## config.mk

```make
export PLATFORM = sky130hd
export DESIGN_NAME = tracking_packet_and_line_receiver
export DESIGN_NICKNAME = d
export VERILOG_FILES = /design/src/sv/tplr_pkg.sv /design/src/sv/tplr_ram.sv /design/src/sv/tplr_deframer.sv /design/src/sv/tplr_line_store.sv /design/src/sv/tracking_packet_and_line_receiver.sv
export SDC_FILE = /design/constraint.sdc
export NUM_CORES = 1
export LEC_CHECK = 0
export ABC_AREA = 1
export BUFFER_PORTS_ARGS = -buffer_cell sky130_fd_sc_hd__buf_2
export CORE_ASPECT_RATIO = 0.8
export CORE_MARGIN = 5
export CORE_UTILIZATION = 25
export CTS_CLUSTER_DIAMETER = 50
export CTS_CLUSTER_SIZE = 25
export DETAILED_ROUTE_END_ITERATION = 16
export PLACE_DENSITY_LB_ADDON = 0.15
export SLEW_MARGIN = 20
export SYNTH_ARGS = -nofsm -noshare
export SYNTH_HDL_FRONTEND = slang
export SYNTH_HIERARCHICAL = 1
export SYNTH_SLANG_ARGS = --single-unit
export TNS_END_PERCENT = 20
```

## constraint.sdc

```tcl
create_clock -name clock -period 16.6 [get_ports clock]
set_input_delay 0.83 -clock clock [delete_from_list [all_inputs] [get_ports clock]]
set_output_delay 0.83 -clock clock [all_outputs]
set_load 0.02 [all_outputs]
```

## src/sv/tplr_pkg.sv

```systemverilog
// Shared types and constants for the tracking packet and line receiver.
`timescale 1ns / 1ps

package tplr_pkg;

   // Field widths fixed by the request and response formats.
   localparam int REQ_TYPE_W = 2;
   localparam int DATA_W     = 8;
   localparam int IDX_W      = 7;
   localparam int COORD_W    = 16;
   localparam int COUNT_W    = 7;
   localparam int TALLY_W    = 16;

   // Framing and text control bytes.
   localparam logic [DATA_W-1:0] HDR_FIRST  = 8'hFF;
   localparam logic [DATA_W-1:0] HDR_SECOND = 8'hAA;
   localparam logic [DATA_W-1:0] TRAILER    = 8'h55;
   localparam logic [DATA_W-1:0] CH_CR      = 8'h0D;
   localparam logic [DATA_W-1:0] CH_LF      = 8'h0A;

   // Request codes carried on req_type.
   typedef enum logic [REQ_TYPE_W-1:0] {
      REQ_BYTE    = 2'd0,
      REQ_TAKE    = 2'd1,
      REQ_READ    = 2'd2,
      REQ_RELEASE = 2'd3
   } req_kind_type;

   // Deframer phases, one-hot.
   typedef enum logic [7:0] {
      PH_HUNT = 8'b0000_0001,
      PH_HDR2 = 8'b0000_0010,
      PH_XH   = 8'b0000_0100,
      PH_XL   = 8'b0000_1000,
      PH_YH   = 8'b0001_0000,
      PH_YL   = 8'b0010_0000,
      PH_SUM  = 8'b0100_0000,
      PH_TAIL = 8'b1000_0000
   } phase_type;

   // Commands from the top level to the deframer.
   typedef struct packed {
      logic              byte_en;
      logic              take;
      logic [DATA_W-1:0] data;
   } frame_cmd_type;

   // Deframer status seen by the top level.
   typedef struct packed {
      logic                consumed;
      logic                full;
      logic [COORD_W-1:0]  x;
      logic [COORD_W-1:0]  y;
      logic [TALLY_W-1:0]  tally_next;
   } frame_stat_type;

   // Commands from the top level to the line store.
   typedef struct packed {
      logic              byte_en;
      logic              release_line;
      logic              clear_flag;
      logic [DATA_W-1:0] data;
   } line_cmd_type;

   // Line store status seen by the top level.
   typedef struct packed {
      logic               done_next;
      logic [COUNT_W-1:0] count_next;
      logic               ovf_now;
      logic               ovf_next;
      logic [DATA_W-1:0]  rd_char;
   } line_stat_type;

endpackage

```

## src/sv/tplr_ram.sv

```systemverilog
// Generic single-port-write, single-port-read RAM with registered read data.
`timescale 1ns / 1ps

module tplr_ram #(
   parameter int WIDTH = 8,
   parameter int DEPTH = 96
) (
   input  logic                     clock,
   input  logic                     wr_en,
   input  logic [$clog2(DEPTH)-1:0] wr_addr,
   input  logic [WIDTH-1:0]         wr_data,
   input  logic                     rd_en,
   input  logic [$clog2(DEPTH)-1:0] rd_addr,
   output logic [WIDTH-1:0]         rd_data
);

   logic [WIDTH-1:0] mem [DEPTH];

   // Write port.
   always_ff @(posedge clock) begin
      if (wr_en) begin
         mem[wr_addr] <= wr_data;
      end
   end

   // Registered read port; data holds while rd_en is low.
   always_ff @(posedge clock) begin
      if (rd_en) begin
         rd_data <= mem[rd_addr];
      end
   end

endmodule

```

## src/sv/tplr_deframer.sv

```systemverilog
// Packet deframer with checksum check, one-deep coordinate mailbox and error counter.
`timescale 1ns / 1ps

module tplr_deframer
   import tplr_pkg::*;
(
   input  logic           clock,
   input  logic           reset,
   input  frame_cmd_type  cmd,
   output frame_stat_type stat
);

   phase_type          phase_ff, phase_in;
   logic [DATA_W-1:0]  xh_ff, xl_ff, yh_ff, yl_ff, sum_ff;
   logic               full_ff, full_in;
   logic [COORD_W-1:0] mbox_x_ff, mbox_x_in, mbox_y_ff, mbox_y_in;
   logic [TALLY_W-1:0] tally_ff, tally_in;
   logic [DATA_W-1:0]  calc_sum;
   logic               frame_good;

   assign calc_sum   = xh_ff + xl_ff + yh_ff + yl_ff;
   assign frame_good = (cmd.data == TRAILER) && (calc_sum == sum_ff);

   // Phase sequencing and mailbox update for one byte beat or take request.
   always_comb begin
      phase_in  = phase_ff;
      full_in   = full_ff;
      mbox_x_in = mbox_x_ff;
      mbox_y_in = mbox_y_ff;
      tally_in  = tally_ff;
      if (cmd.byte_en) begin
         case (phase_ff)
            PH_HUNT: phase_in = (cmd.data == HDR_FIRST) ? PH_HDR2 : PH_HUNT;
            PH_HDR2: begin
               if (cmd.data == HDR_SECOND) begin
                  phase_in = PH_XH;
               end else if (cmd.data == HDR_FIRST) begin
                  phase_in = PH_HDR2;
               end else begin
                  phase_in = PH_HUNT;
               end
            end
            PH_XH:   phase_in = PH_XL;
            PH_XL:   phase_in = PH_YH;
            PH_YH:   phase_in = PH_YL;
            PH_YL:   phase_in = PH_SUM;
            PH_SUM:  phase_in = PH_TAIL;
            PH_TAIL: begin
               phase_in = PH_HUNT;
               if (frame_good) begin
                  if (!full_ff) begin
                     mbox_x_in = {xh_ff, xl_ff};
                     mbox_y_in = {yh_ff, yl_ff};
                     full_in   = 1'b1;
                  end
               end else begin
                  tally_in = tally_ff + TALLY_W'(1);
               end
            end
            default: phase_in = PH_HUNT;
         endcase
      end else if (cmd.take) begin
         full_in = 1'b0;
      end
   end

   // Control registers.
   always_ff @(posedge clock) begin
      if (reset) begin
         phase_ff <= PH_HUNT;
         full_ff  <= 1'b0;
         tally_ff <= '0;
      end else begin
         phase_ff <= phase_in;
         full_ff  <= full_in;
         tally_ff <= tally_in;
      end
   end

   // Frame byte capture and mailbox payload.
   always_ff @(posedge clock) begin
      mbox_x_ff <= mbox_x_in;
      mbox_y_ff <= mbox_y_in;
      if (cmd.byte_en) begin
         if (phase_ff == PH_XH)  xh_ff  <= cmd.data;
         if (phase_ff == PH_XL)  xl_ff  <= cmd.data;
         if (phase_ff == PH_YH)  yh_ff  <= cmd.data;
         if (phase_ff == PH_YL)  yl_ff  <= cmd.data;
         if (phase_ff == PH_SUM) sum_ff <= cmd.data;
      end
   end

   // Only a byte seen while hunting and not a first header is passed on.
   assign stat.consumed   = (phase_ff != PH_HUNT) || (cmd.data == HDR_FIRST);
   assign stat.full       = full_ff;
   assign stat.x          = mbox_x_ff;
   assign stat.y          = mbox_y_ff;
   assign stat.tally_next = tally_in;

   // The mailbox empties only through a take request or reset.
   assert property (@(posedge clock) disable iff (reset)
      $fell(full_ff) |-> ($past(cmd.take) || $past(reset)))
      else $error("mailbox emptied without a take request");

endmodule

```

## src/sv/tplr_line_store.sv

```systemverilog
// Text line assembly: line buffer RAM, fill tracking, completion and overflow flags.
`timescale 1ns / 1ps

module tplr_line_store
   import tplr_pkg::*;
#(
   parameter int LINE_DEPTH = 96
) (
   input  logic              clock,
   input  logic              reset,
   input  line_cmd_type      cmd,
   input  logic              rd_en,
   input  logic [IDX_W-1:0]  rd_index,
   input  logic [IDX_W-1:0]  held_index,
   output line_stat_type     stat
);

   localparam int AW = $clog2(LINE_DEPTH);
   localparam int CW = IDX_W + AW + 1;

   logic [AW-1:0]     fill_ff, fill_in;
   logic [AW-1:0]     fin_len_ff, fin_len_in;
   logic              ready_ff, ready_in;
   logic              ovf_ff, ovf_in;
   logic              wr_en;
   logic [DATA_W-1:0] ram_q;
   logic              byp_hit_ff;
   logic [DATA_W-1:0] byp_data_ff;
   logic              in_range;

   // Line assembly for one forwarded byte, release and flag clear.
   always_comb begin
      fill_in    = fill_ff;
      fin_len_in = fin_len_ff;
      ready_in   = ready_ff;
      ovf_in     = ovf_ff;
      wr_en      = 1'b0;
      if (cmd.byte_en) begin
         if (cmd.data == CH_CR) begin
            fill_in = fill_ff;
         end else if (cmd.data == CH_LF) begin
            if ((fill_ff != '0) && !ready_ff) begin
               fin_len_in = fill_ff;
               ready_in   = 1'b1;
            end
            fill_in = '0;
         end else if (!ready_ff) begin
            if (fill_ff < AW'(LINE_DEPTH - 1)) begin
               wr_en   = 1'b1;
               fill_in = fill_ff + AW'(1);
            end else begin
               ovf_in  = 1'b1;
               fill_in = '0;
            end
         end
      end
      if (cmd.release_line) begin
         ready_in = 1'b0;
      end
      if (cmd.clear_flag) begin
         ovf_in = 1'b0;
      end
   end

   always_ff @(posedge clock) begin
      if (reset) begin
         fill_ff    <= '0;
         fin_len_ff <= '0;
         ready_ff   <= 1'b0;
         ovf_ff     <= 1'b0;
      end else begin
         fill_ff    <= fill_in;
         fin_len_ff <= fin_len_in;
         ready_ff   <= ready_in;
         ovf_ff     <= ovf_in;
      end
   end

   tplr_ram #(
      .WIDTH (DATA_W),
      .DEPTH (LINE_DEPTH)
   ) u_ram (
      .clock   (clock),
      .wr_en   (wr_en),
      .wr_addr (fill_ff),
      .wr_data (cmd.data),
      .rd_en   (rd_en),
      .rd_addr (AW'(rd_index)),
      .rd_data (ram_q)
   );

   // A read issued in the same cycle as a write to that entry takes the new byte.
   always_ff @(posedge clock) begin
      if (reset) begin
         byp_hit_ff <= 1'b0;
      end else if (rd_en) begin
         byp_hit_ff <= wr_en && (fill_ff == AW'(rd_index));
      end
   end

   always_ff @(posedge clock) begin
      if (rd_en) begin
         byp_data_ff <= cmd.data;
      end
   end

   assign in_range = CW'(held_index) < CW'(LINE_DEPTH);

   assign stat.done_next  = ready_in;
   assign stat.count_next = ready_in ? COUNT_W'(fin_len_in) : '0;
   assign stat.ovf_now    = ovf_ff;
   assign stat.ovf_next   = ovf_in;
   assign stat.rd_char    = !in_range ? '0 : (byp_hit_ff ? byp_data_ff : ram_q);

   // The fill count never passes the last usable position.
   assert property (@(posedge clock) disable iff (reset)
      fill_ff <= AW'(LINE_DEPTH - 1))
      else $error("line fill count out of range");

   // A completed line always has at least one character.
   assert property (@(posedge clock) disable iff (reset)
      ready_ff |-> (fin_len_ff != '0))
      else $error("empty line marked complete");

endmodule

```

## src/sv/tracking_packet_and_line_receiver.sv

```systemverilog
// Top level of the tracking packet and text line receiver.
`timescale 1ns / 1ps

// Usage:
// The request channel (req_valid/req_ready) carries one beat per received serial
// byte or software access: req_type selects a received byte, a packet take, a line
// byte read at req_line_index, or a line release. Every request beat produces
// exactly one response beat on the rsp channel (rsp_valid/rsp_ready).
// An accepted request is captured in the input register, then processed into the
// response register once that register is free; its response is valid from there.
// Throughput: one beat per cycle; the input register and the response register
// are separate, and the line buffer RAM is read at acceptance with a same-cycle
// write bypass, so a request is taken every cycle while the response is drained.
// When rsp_ready stays low, the response register holds its beat, the input
// register holds the next request, and req_ready drops until the response moves.
// Reset (synchronous, active high) empties both pipeline registers, returns the
// deframer to header hunt, empties the mailbox, clears the error counter and all
// line flags. Line buffer contents are not cleared; no clearing pass is needed.

module tracking_packet_and_line_receiver
   import tplr_pkg::*;
#(
   parameter int LINE_DEPTH = 96
) (
   input  logic                      clock,
   input  logic                      reset,
   input  logic                      req_valid,
   output logic                      req_ready,
   input  logic [REQ_TYPE_W-1:0]     req_type,
   input  logic [DATA_W-1:0]         req_rx_data,
   input  logic [IDX_W-1:0]          req_line_index,
   output logic                      rsp_valid,
   input  logic                      rsp_ready,
   output logic                      rsp_packet_valid,
   output logic signed [COORD_W-1:0] rsp_target_x,
   output logic signed [COORD_W-1:0] rsp_target_y,
   output logic                      rsp_line_done,
   output logic [COUNT_W-1:0]        rsp_line_count,
   output logic [DATA_W-1:0]         rsp_line_char,
   output logic [TALLY_W-1:0]        rsp_bad_packets,
   output logic                      rsp_too_long
);

   logic               s1_valid_ff;
   req_kind_type       s1_type_ff;
   logic [DATA_W-1:0]  s1_data_ff;
   logic [IDX_W-1:0]   s1_index_ff;
   logic               accept;
   logic               fire;
   logic               out_free;
   frame_cmd_type      fcmd;
   frame_stat_type     fstat;
   line_cmd_type       lcmd;
   line_stat_type      lstat;
   logic               take_hit;

   // Handshake: the processing step fires when the response register can take a beat.
   assign out_free  = !rsp_valid || rsp_ready;
   assign fire      = s1_valid_ff && out_free;
   assign req_ready = !s1_valid_ff || out_free;
   assign accept    = req_valid && req_ready;

   // Input register.
   always_ff @(posedge clock) begin
      if (reset) begin
         s1_valid_ff <= 1'b0;
      end else if (req_ready) begin
         s1_valid_ff <= req_valid;
      end
   end

   always_ff @(posedge clock) begin
      if (accept) begin
         s1_type_ff  <= req_kind_type'(req_type);
         s1_data_ff  <= req_rx_data;
         s1_index_ff <= req_line_index;
      end
   end

   // Command decode for the deframer and the line store.
   assign fcmd.byte_en = fire && (s1_type_ff == REQ_BYTE);
   assign fcmd.take    = fire && (s1_type_ff == REQ_TAKE);
   assign fcmd.data    = s1_data_ff;

   assign lcmd.byte_en      = fcmd.byte_en && !fstat.consumed;
   assign lcmd.release_line = fire && (s1_type_ff == REQ_RELEASE);
   assign lcmd.clear_flag   = fire && (s1_type_ff != REQ_BYTE);
   assign lcmd.data         = s1_data_ff;

   tplr_deframer u_deframer (
      .clock (clock),
      .reset (reset),
      .cmd   (fcmd),
      .stat  (fstat)
   );

   tplr_line_store #(
      .LINE_DEPTH (LINE_DEPTH)
   ) u_line_store (
      .clock      (clock),
      .reset      (reset),
      .cmd        (lcmd),
      .rd_en      (accept),
      .rd_index   (req_line_index),
      .held_index (s1_index_ff),
      .stat       (lstat)
   );

   assign take_hit = (s1_type_ff == REQ_TAKE) && fstat.full;

   // Response register.
   always_ff @(posedge clock) begin
      if (reset) begin
         rsp_valid <= 1'b0;
      end else if (out_free) begin
         rsp_valid <= s1_valid_ff;
      end
   end

   always_ff @(posedge clock) begin
      if (fire) begin
         rsp_packet_valid <= take_hit;
         rsp_target_x     <= take_hit ? fstat.x : '0;
         rsp_target_y     <= take_hit ? fstat.y : '0;
         rsp_line_done    <= lstat.done_next;
         rsp_line_count   <= lstat.count_next;
         rsp_line_char    <= (s1_type_ff == REQ_READ) ? lstat.rd_char : '0;
         rsp_bad_packets  <= fstat.tally_next;
         rsp_too_long     <= (s1_type_ff == REQ_BYTE) ? lstat.ovf_next : lstat.ovf_now;
      end
   end

   // A held request survives a stalled response.
   assert property (@(posedge clock) disable iff (reset)
      (s1_valid_ff && !fire) |=> s1_valid_ff)
      else $error("held request lost during stall");

   // A nonzero line length is reported only with a completed line.
   assert property (@(posedge clock) disable iff (reset)
      (rsp_valid && (rsp_line_count != '0)) |-> rsp_line_done)
      else $error("line length without completed line");

   // A packet beat never carries a line character.
   assert property (@(posedge clock) disable iff (reset)
      (rsp_valid && rsp_packet_valid) |-> (rsp_line_char == '0))
      else $error("packet response with line character");

endmodule
```

==> results of run 1 <==
## registers in the layout (all words and copies together) (netlist names), 16 cells and up
| signal | flops |
|---|---|
| u_deframer/mbox_y_ff | 16 |
| u_deframer/mbox_x_ff | 16 |
| rsp_target_x | 16 |
| rsp_target_y | 16 |
| u_line_store/u_ram/mem | 768 |
| rsp_bad_packets | 16 |
| u_deframer/tally_ff | 16 |
## per-stage QoR
stage	hold WS (ps)	util	instance area [um^2]	power (mW)	cells
6_report	287	0.291	47100	5.60	5860
5_1_grt	217	0.291	47100	5.82	5858
3_5_place_dp	437	0.267	43200	3.07	5647
4_1_cts	202	0.291	47100	5.68	5856
3_3_place_gp	437	0.266	43200	3.07	5647
2_1_floorplan	426	-	40700	2.95	3551
## cell usage in the layout (no fill, tap or decap), types with 42 or more instances in the layout
cell type / n
o21ai_0: 69
dfxtp_1: 44
buf_2: 85
edfxtp_1: 934
nand3_1: 556
nor2_1: 319
a21oi_1: 74
buf_4: 42
clkbuf_16: 115
inv_1: 183
nand2_1: 1012
## per-layer routing
layer,up-vias,track usage,wire [um]
li1,12416,-,-
met3,154,0.0273,6550
met2,577,0.208,53100
met4,0,0.0356,2620
met1,12916,0.218,62100
met5,-,0,0
## worst max-delay path, delay by kind of cell (launching register included)
kind          cells  cell delay [ps]
simple gates     10             3070
buf+inv           2              640
flops             1              380
## report_power, final
part	internal [mW]	leakage [nW]	total, mW	switching [mW]
clock	1.47	1.87	2.59	1.11
combinational	0.0620	6.16	0.291	0.229
sequential	2.71	8.80	2.72	0.00546
## how the worst max path moves through the flow
stage / endpoint / slack (ps) / start / depth (start not counted)
after floorplan: u_deframer/mbox_x_ff[0] / 10800 / u_deframer/xh_ff[1] / 14
after global placement: u_line_store/u_ram/rd_data[2] / 11970 / req_line_index[0] / 14
after detailed placement: u_line_store/u_ram/rd_data[2] / 12020 / req_line_index[0] / 14
after CTS: u_line_store/u_ram/mem[5][2] / 12030 / s1_data_ff[6] / 12
after global routing: u_line_store/u_ram/mem[5][6] / 11820 / u_deframer/phase_ff[4] / 13
final: u_line_store/u_ram/mem[5][2] / 12090 / s1_data_ff[6] / 12
## layout make-up
cell class / instances / area share
diodes: 4 / 0.000213
clock inverters: 81 / 0.0204
well taps: 2144 / 0.0570
flip-flops and latches: 978 / 0.614
clock buffers: 128 / 0.0624
repair buffers: 132 / 0.0176
multi-input cells: 2196 / 0.212
inverters: 197 / 0.0162
==> flow_metrics.tcl, run 1 <==
set metrics [dict create \
    dieArea_mm2 0.171 \
    power.density_mw_per_mm2 119 \
    fin_crit_ps 4510 \
    startpoint_type "register" \
    grt_overflow_total 0 \
    min_to "s1_data_ff[3]" \
    cts_root_buf "clkbuf_16" \
    regArea_mm2 0.0289 \
    grt_max_degree 152 \
    slowest_delay_ps 1070 \
    hold_start "req_rx_data[3]" \
    viasPerCell 4.45 \
    drt_iter0_drc 2060 \
    maxCapViolCount 0 \
    rows 132 \
    dp_hpwl_mm 72.8 \
    setup_viol 0 \
    cts_hold_buf 0 \
    rr_startpoint "s1_data_ff[6]" \
    synth_warnings 6 \
    crit_fanout 46 \
    path_clk_slew_ps 70 \
    die_h_um 371 \
    vdd_drop_max_uv 83.2 \
    initial_utilization 0.252 \
    reg2reg_setup_slack_ps 12090 \
    fin_tns_setup_ps 0 \
    drtPass1Iterations 7 \
    worst_hold_path.num_cells 1 \
    critPathCaptureType "register" \
    crit_top_cell "nand2_1" \
    tritoncts "done" \
    cts_resized 0 \
    area_growth_pct 15.5 \
    rsz0062_at_grt "false" \
    fill_cells 16631 \
    setup_slack_ps 12090 \
    path_cells "buf_4 > nand2_1 > nor2_1 > nand2_1 > nand2_1 > nor2_1 > nand2_4 > nor2_8 > nand2_1 > inv_1 > nand2_1 > nor2_1" \
    port-buffer-count 88 \
    core_area_mm2 0.162 \
    hold_violations 0 \
    status "finished clean" \
    clk-insertion-delay-late_ps 730 \
    layout.nets 3661 \
    reg2reg_depth 12 \
    vias 26063 \
    place_ws_ps 12020 \
    cpMaxStageDelayCell "nor2_1" \
    cts-htree-levels 3 \
    grt_first_pass_wirelength_mm 182 \
    synth_fp_nets 3596 \
    synth_area_mm2 0.0407 \
    wirelength_mm 124 \
    grt_pass1_vias 25238 \
    slew_headroom 0.269 \
    syn_avg_cell_area_um2 11.5 \
    critPathKind "reg -> reg" \
    synth_cells 3551 \
    fp.dieW_um 461 \
    post-route-drc-count 0 \
    fin_skew_ps 49.0 \
    cts_setup_buffers 0 \
    slew_viol_final 0 \
    gp_congestion 0.761 \
    ant_nets 0 \
    final_layout_size_suffix_gt1_frac 0.102 \
    tightestPinTransition_ps 1090 \
    antenna_found_initial 10 \
    ios 89 \
    clock_path_buffers 3 \
    multi_input_area_mm2 0.00998 \
    crit_arrival_ps 4850 \
    wire_per_inst_um 21.2 \
    clock_sinks 978 \
    required_ps 16940 \
    p_leak_nw 16.8 \
    min_period_over_period 0.271 \
    max_freq_mhz 222 \
    cts_buffers 111 \
    grtUsageTotal 0.143 \
    reg2reg_to "u_line_store/u_ram/mem[5][2]" \
    min-delay-path-class "in -> reg" \
]
Note: power is estimated with default switching activity, not from simulation.
==> inputs of run 2 (changes only) <==
==> constraint.sdc (replaced) <==
create_clock -name clock -period 4.3 [get_ports clock]
set_input_delay 0.215 -clock clock [delete_from_list [all_inputs] [get_ports clock]]
set_output_delay 0.215 -clock clock [all_outputs]
set_load 0.02 [all_outputs]
==> run 2 against run 1 <==
Effect of this change:
- critical path depth rose by 3
- non-clock buffer count rose by 138
- combinational power rose to 4.0 times the previous value
- final cell count rose by 2.3%
- clock skew fell by 19 ps
- sequential cell count did not move
- sequential power rose to 3.9 times the previous value
- critical path type unchanged
- largest cell class unchanged
==> flow_metrics.tcl, run 2 (synthesized netlist as in run 1, its figures left out) <==
set metrics [dict create \
    vias 26541 \
    crit_buf_inv 3 \
    area_growth_pct 18.7 \
    ios 89 \
    power_mw 21.9 \
    utilization 0.298 \
    slowest_delay_ps 560 \
    dpl_cell_area_mm2 0.0442 \
    cts-htree-levels 3 \
    final_cell_mix "nand2_1, edfxtp_1, nand3_1" \
    wire_per_inst_um 20.7 \
    required_ps 4730 \
    clock_sinks 978 \
    grt_first_pass_wirelength_mm 182 \
    startpoint_type "register" \
    slew_viol_final 0 \
    min_period_over_period 0.931 \
    dp_hpwl_mm 74.8 \
    grt_pass1_vias 25410 \
    critPathCaptureType "register" \
    finalNonFillerCells 5997 \
    post-route-drc-count 0 \
    crit_fanout 32 \
    vdd_drop_max_uv 322 \
    die_h_um 371 \
    final_layout_size_suffix_gt1_frac 0.133 \
    placed_cells 5768 \
    rows 132 \
    critPathKind "reg -> reg" \
    min-delay-path-class "in -> reg" \
    max_freq_mhz 250 \
    fin_crit_ps 4000 \
    final_common_cell "nand2_1" \
    slew_headroom 0.365 \
    tightestPinTransition_ps 952 \
    worst_hold_path.num_cells 2 \
    setup_viol 0 \
    cpMaxStageDelayCell "fa_1" \
    rr_startpoint "u_deframer/yh_ff[1]" \
    port-buffer-count 88 \
    ant_nets 0 \
    regMostFlops "u_line_store/u_ram/mem" \
    rsz0062_at_grt "false" \
    min_to "s1_data_ff[0]" \
    clock_path_buffers 3 \
    cts_resized 0 \
    cts_root_buf "clkbuf_16" \
    crit_top_cell "fa_1" \
    fin_tns_setup_ps 0 \
    grt_max_degree 126 \
    crit_arrival_ps 4430 \
    fill_cells 16646 \
    drtPass1Iterations 5 \
    power.density_mw_per_mm2 453 \
    cts_buffers 111 \
    hold_violations 0 \
    postLayoutCellArea_mm2 0.0484 \
    gp_congestion 0.771 \
    grt_overflow_total 0 \
    wirelength_mm 124 \
    antenna_found_initial 4 \
    viasPerCell 4.43 \
    regArea_mm2 0.0289 \
    tritoncts "done" \
    status "finished clean" \
    fin_skew_ps 29.7 \
    path_clk_slew_ps 70 \
    path_cells "fa_1 > inv_1 > fa_1 > inv_1 > ha_2 > fa_1 > xnor2_1 > nand3_1 > nor2_1 > nand2_1 > nor2_4 > nand3_4 > or2_4 > nor3_4 > buf_12" \
    clk-insertion-delay-late_ps 740 \
    largest_reg_flops 768 \
    p_leak_nw 17.6 \
    multi_input_area_mm2 0.00998 \
    layout.nets 3799 \
    reg2reg_depth 15 \
    hold_start "req_rx_data[0]" \
    reg2reg_to "u_deframer/mbox_y_ff[8]" \
    core_area_mm2 0.162 \
    dieArea_mm2 0.171 \
    initial_utilization 0.252 \
    reg2reg_setup_slack_ps 300 \
    crit_family "adder cells" \
    maxCapViolCount 0 \
    grtUsageTotal 0.143 \
    fp.dieW_um 461 \
    drt_iter0_drc 2080 \
]
-- run 2: cell types whose count changed in the layout (fill, tap and decap cells not counted), sizes merged --
cell         before  now
buf             132  253
dlygate4sd3       0   17
inv             210  221
clkbuf          128  118
clkinv           46   40
bufinv           11   16
diode             4    1
clkinvlp         11   13
-- run 2: worst register-to-register path, delay by kind of cell (launching register included) --
family	cells	cell delay, ps
buffers and inverters	3	330
and+or+nand+nor	7	1000
DFF	1	410
xor gates and xnor gates	1	210
adders and majority gates	4	1720
-- run 2: layout make-up --
| type | instances | area share |
|---|---|---|
| sequential | 978 | 0.598 |
| multi-input combinational | 2196 | 0.206 |
| clock buffer | 118 | 0.0584 |
| tap | 2144 | 0.0555 |
| timing repair buffer | 270 | 0.0415 |
| clock inverter | 93 | 0.0242 |
| inverter | 197 | 0.0158 |
| antenna | 1 | 0.0000517 |
-- run 2: worst max-delay path by stage --
stage | from | endpoint | cells after the start
2_1_floorplan | u_deframer/yh_ff[1] | u_deframer/mbox_x_ff[0] | 14
3_3_place_gp | u_deframer/yh_ff[1] | u_deframer/mbox_x_ff[10] | 17
3_5_place_dp | u_deframer/yh_ff[1] | u_deframer/mbox_y_ff[10] | 15
4_1_cts | u_deframer/yh_ff[1] | u_deframer/mbox_y_ff[8] | 15
5_1_grt | u_deframer/yh_ff[1] | u_deframer/mbox_y_ff[0] | 17
6_report | u_deframer/yh_ff[1] | u_deframer/mbox_y_ff[8] | 15
-- run 2: layer usage --
metal  vias up  wire length (um)  track usage
li1      12685                 -            -
met3       152              5640       0.0236
met5         -                 0            0
met4         0              2490       0.0333
met2       528             52500        0.207
met1     13176             63400        0.221
-- run 2: metrics by stage --
stage / hold WS (ps) / worst slack (ps)
finish: 197 / 298
global route: 149 / 63.3
CTS: 122 / 256
detailed placement: 395 / 290
global placement: 398 / 279
floorplan: 284 / -24.5
-- run 2: report_power, final --
part	switching [mW]	leakage (nW)	internal (mW)
Combinational	0.895	6.92	0.266
Sequential	0.0223	8.80	10.5
Clock	4.36	1.92	5.89
Total	5.28	17.6	16.6
-- run 2: repair_timing --
item                                   CTS  global route
endpoints found under the hold margin   38             0
buffers inserted                         0             0
hold buffers                            17             0
